<file path="config.mk">
export PLATFORM = sky130hd
export DESIGN_NAME = rmf_lead
export DESIGN_NICKNAME = d
export VERILOG_FILES = /design/src/rtl/core/rmf_pkg.sv /design/src/rtl/core/rmf_lead.sv
export SDC_FILE = /design/constraint.sdc
export NUM_CORES = 1
export LEC_CHECK = 0
export BUFFER_PORTS_ARGS = -buffer_cell sky130_fd_sc_hd__buf_2
export CORE_ASPECT_RATIO = 0.7
export CORE_MARGIN = 3
export CORE_UTILIZATION = 45
export CTS_CLUSTER_DIAMETER = 40
export CTS_CLUSTER_SIZE = 24
export DETAILED_ROUTE_END_ITERATION = 8
export GPL_ROUTABILITY_DRIVEN = 0
export GPL_TIMING_DRIVEN = 0
export PLACE_DENSITY = 0.77
export SLEW_MARGIN = 20
export SYNTH_ARGS = -nofsm -noshare
export SYNTH_HDL_FRONTEND = slang
export SYNTH_SLANG_ARGS = --single-unit
</file>
<file path="constraint.sdc">
create_clock -name i_clk -period 4.9 [get_ports i_clk]
set_input_delay 0.98 -clock i_clk [delete_from_list [all_inputs] [get_ports i_clk]]
set_output_delay 0.98 -clock i_clk [all_outputs]
set_load 0.03 [all_outputs]
</file>
<file path="src/rtl/core/rmf_pkg.sv">
// ----------------------------------------------------------------------------
// rmf_pkg
// Shared widths, limits and control types of the row mode finder.
// ----------------------------------------------------------------------------
package rmf_pkg;

    localparam int VAL_W = 32;
    localparam int CNT_W = 11;
    localparam logic [CNT_W-1:0] CNT_MAX = {CNT_W{1'b1}};
    localparam logic [CNT_W-1:0] CNT_ONE = CNT_W'(1);

    // control from the table sequencer to the leader tracker
    typedef struct packed {
        logic upd;  // a value was counted: compare against the leader
        logic ovf;  // a new value found the table full
        logic clr;  // row result taken: start a new row
    } t_lead_ctl;

endpackage

</file>
<file path="src/rtl/core/rmf_lead.sv">
// ----------------------------------------------------------------------------
// rmf_lead
// Leader tracker: holds the current mode value, its count and the row
// overflow flag. A value takes the lead only by exceeding the held count.
// ----------------------------------------------------------------------------
module rmf_lead #(
    parameter int KEY_BITS = 32
) (
    input  logic                      i_clk,
    input  logic                      i_rst_n,
    input  rmf_pkg::t_lead_ctl        i_ctl,
    input  logic [KEY_BITS-1:0]       i_key,
    input  logic [rmf_pkg::CNT_W-1:0] i_count,
    output logic [KEY_BITS-1:0]       o_best_value,
    output logic [rmf_pkg::CNT_W-1:0] o_best_count,
    output logic                      o_overflow
);

    logic [KEY_BITS-1:0]       r_best_value;
    logic [rmf_pkg::CNT_W-1:0] r_best_count;
    logic                      r_overflow;

    always_ff @(posedge i_clk) begin
        if (!i_rst_n || i_ctl.clr) begin
            r_best_value <= '0;
            r_best_count <= '0;
            r_overflow   <= 1'b0;
        end else begin
            if (i_ctl.upd && (i_count > r_best_count)) begin
                r_best_value <= i_key;
                r_best_count <= i_count;
            end
            if (i_ctl.ovf) begin
                r_overflow <= 1'b1;
            end
        end
    end

    assign o_best_value = r_best_value;
    assign o_best_count = r_best_count;
    assign o_overflow   = r_overflow;

endmodule

</file>
==> metrics.md <==
| Metric | Value |
|---|---|
| Fin. Hold Viols | 0 |
| Async set-reset flop share out of synthesis | 0% |
| FMAX | 392 MHz |
| Placed cell area | 2780 um2 |
| Final period utilization | 52.1% |
| Final setup violating endpoints | 0 |
| Die area | 5880 um2 |
| Reg2reg end | o_best_count[8] |
| Clock-pin slew on the worst setup and hold paths | 90 ps |
| Slew Limit Fails | 0 |
| Tightest Pin Transition | 579 ps |
| # clock sinks | 44 |
| Final WL | 5600 um |
| Via density | 5.22 |
| Critical path endpoint category | register |
| Min-delay src | o_overflow |
| Filler cells | between 400 and 500 |
| Critical path class | in -> reg |
| Reg-to-reg slack, setup | 2730 ps |
| Metal2 WL | 2480 um |
| DRC viols | 0 |
| Syn Inst Count | 237 |
| CP Launch Type | input port |
| Worst rel slew slack | 61.4% |
| Num CTS Buffers | 5 |
| Initial cell density of the core | 49.3% |
| Via count | between 2000 and 2500 |
| Max_cap viols | 0 |
| Design Area, Final | between 2000 and 3000 um2 |
| CTS Hold Bufs | 0 |
| Yosys warns | 0 |
| Port buffer count | 91 |
| Wl on met1 | ~2700 um |
| Mapped Avg Cell Area | 9.47 um2 |
| Area growth, synth to finish | 29.4% |
| Sequential area share after synthesis | between 30% and 40% |
| Post-synth EDFFs | 0 |
| Die Y | 65.1 um |
| Met3 Wirelength | 435 um |
| Global route total overflow | 0 |
| Hpwl dp | 4190 um |
| Root Buffer | clkbuf_8 |
| DR pass1 iterations | 4 |
| CP arrival | between 2000 and 3000 ps |
| CTS tree | built |
| Final worst path period need | ~2600 ps |
| Placed cells | 394 |
| Tightest Hold Check Type | reg -> reg |
| Worst reg-to-reg path cell count | 8 |
| Post-Layout Cell Count | roughly 400 |
| Final nets | 394 |
| Worst r2r src | o_best_count[6] |
| Synthesized flop and latch total | 44 |
| DRC violation total after the first TritonRoute iteration | 84 |
| Die X-Extent | 90.4 um |
| Row cnt | 20 |
| Final setup TNS | 0 ps |
| Antenna cells | 0 |
| Netlist cell types | 30 |
| Critical Path RT | ~5000 ps |
| Overall routing resource usage | between 10% and 20% |
| Hold path cells | 1 |
| Area share of the leading cell type in the synthesized netlist | 39.3% |
| Main flop type after synthesis | dfxtp_1 |
| Status | finished, final reports clean |
| Crit path max fanout | 10 |
| Largest area contributor in the netlist | dfxtp_1 |
| Fin Clk Skew | 10.0 ps |
| Final WS setup | 2350 ps |
| Routed length per instance | 13.9 um |
| P per Cell Area | 289 nW/um2 |
| Vias in the first global route | a little over 2000 |
| DRT antenna net count | 0 |
| Boundary Pins | between 90 and 100 |
| Setup bufs post-CTS | 0 |
| Placeable Area | 4550 um2 |
| Leak | 1.20 nW |
| Maximum VDD drop | around 0.00014 V |
| Largest net degree at the start of global routing | 15 |
| Hold worst-path end | o_overflow |
| Setup WS pre-CTS | 2040 ps |
| RSZ-0062 raised after global routing | no |
| Syn_nets | 296 |
| Main area contributors after synthesis | dfxtp_1, a21boi_2, nand3_1, o21ai_1, ha_1 |
| Clock Latency Late Sink | 300 ps |
| Post-cts repair resize count | 0 |
| CTS H-tree lvls | 2 |
| Mapped cell area | around 2200 um2 |
| Final Util | 63.7% |
| Top sig layer | met4 |
| First-pass GRT wire length | 9630 um |
| Initial antenna violation count | 0 |
| Fraction of layout cells with a size suffix above 1 | 44.6% |
| Longest Clk Path Bufs | 2 |
routing by layer:
metal / vias to the layer above / track usage (%)
met3: 3 / 6.38
met5: - / 0
met2: 70 / 33.6
met1: 974 / 24.8
li1: 1050 / -
met4: 0 / 4.20
logic make-up after synthesis:
logic type,after synthesis,share of synthesized area (%)
adder cells (fa/ha/maj),11,6.13
AO/OA/AOI/OAI,98,34.7
buffers and inverters,33,8.14
flip-flops,44,39.3
AND/OR/NAND/NOR,51,11.8
cells in the mapped netlist, types with 3 or more instances:
cell	instances
nand3_1	44
a21boi_1	12
o21ai_1	38
buf_4	5
o21ai_2	3
inv_1	11
a21boi_0	3
o21ai_0	4
buf_1	5
buf_6	4
dfxtp_1	44
a21oi_2	3
clkbuf_1	4
a21boi_2	28
ha_1	11
cells in the final DEF, fill, tap and decap left out, types with 2 or more instances in the layout:
cell	n
clkbuf_1	4
buf_2	93
nand3_1	44
o21ai_0	4
dfxtp_1	44
buf_4	5
inv_1	11
o21ai_1	38
o21ai_2	3
a21oi_2	3
buf_1	5
nand4_1	2
buf_6	4
clkbuf_4	2
ha_1	11
clkbuf_8	6
a21boi_2	28
a21boi_0	3
a21boi_1	12
power breakdown:
| group | leakage, nW | internal [W] | total [W] | switching, W |
|---|---|---|---|---|
| clock network | 0.0614 | 0.000167 | 0.000295 | 0.000129 |
| logic | 0.786 | 0.0000667 | 0.000169 | 0.000102 |
| registers | 0.357 | 0.000368 | 0.000374 | 0.00000591 |
| total | 1.20 | 0.000602 | 0.000838 | 0.000237 |
worst max path at each step:
stage	start	endpoint	slack (ps)	cells past startpoint
final	i_count[6]	o_best_count[8]	2350	8
after floorplan	i_count[6]	o_best_count[2]	2370	7
after detailed placement	i_count[6]	o_best_count[8]	2040	8
after CTS	i_count[6]	o_best_count[8]	2340	8
after global placement	i_count[8]	o_best_count[4]	2070	8
after global routing	i_count[8]	o_best_value[5]	2170	8
critical path, stage by stage:
cell and delay [ps]:
buf_2 110, ha_1 330, a21oi_2 180, o21ai_2 100
a2111oi_4 610, buf_6 220, o21ai_1 100, a21boi_2 140
per-stage QoR:
| step | hold WS [ps] | total power [W] |
|---|---|---|
| after global routing | 498 | 0.000877 |
| after CTS | 475 | 0.000848 |
| after global placement | 443 | 0.000549 |
| after detailed placement | 460 | 0.000552 |
| final | 474 | 0.000838 |
| after floorplan | 588 | 0.000497 |
area by class of cell:
type                            instances  area [um2]  share of cell area, %
Inverter                               11        41.3                   1.42
Sequential cell                        44         881                   30.3
Buffer                                 22         141                   4.87
Timing Repair Buffer                   91         455                   15.7
Multi-Input combinational cell        160        1180                   40.6
Clock inverter                          2        38.8                   1.34
Clock buffer                            6        82.6                   2.84
Tap cell                               66        82.6                   2.84
sequential cells by signal (all words and copies together) (netlist names):
name	cells
o_best_value	32
o_best_count	11
o_overflow	1
(Power assumes the default switching activity.)
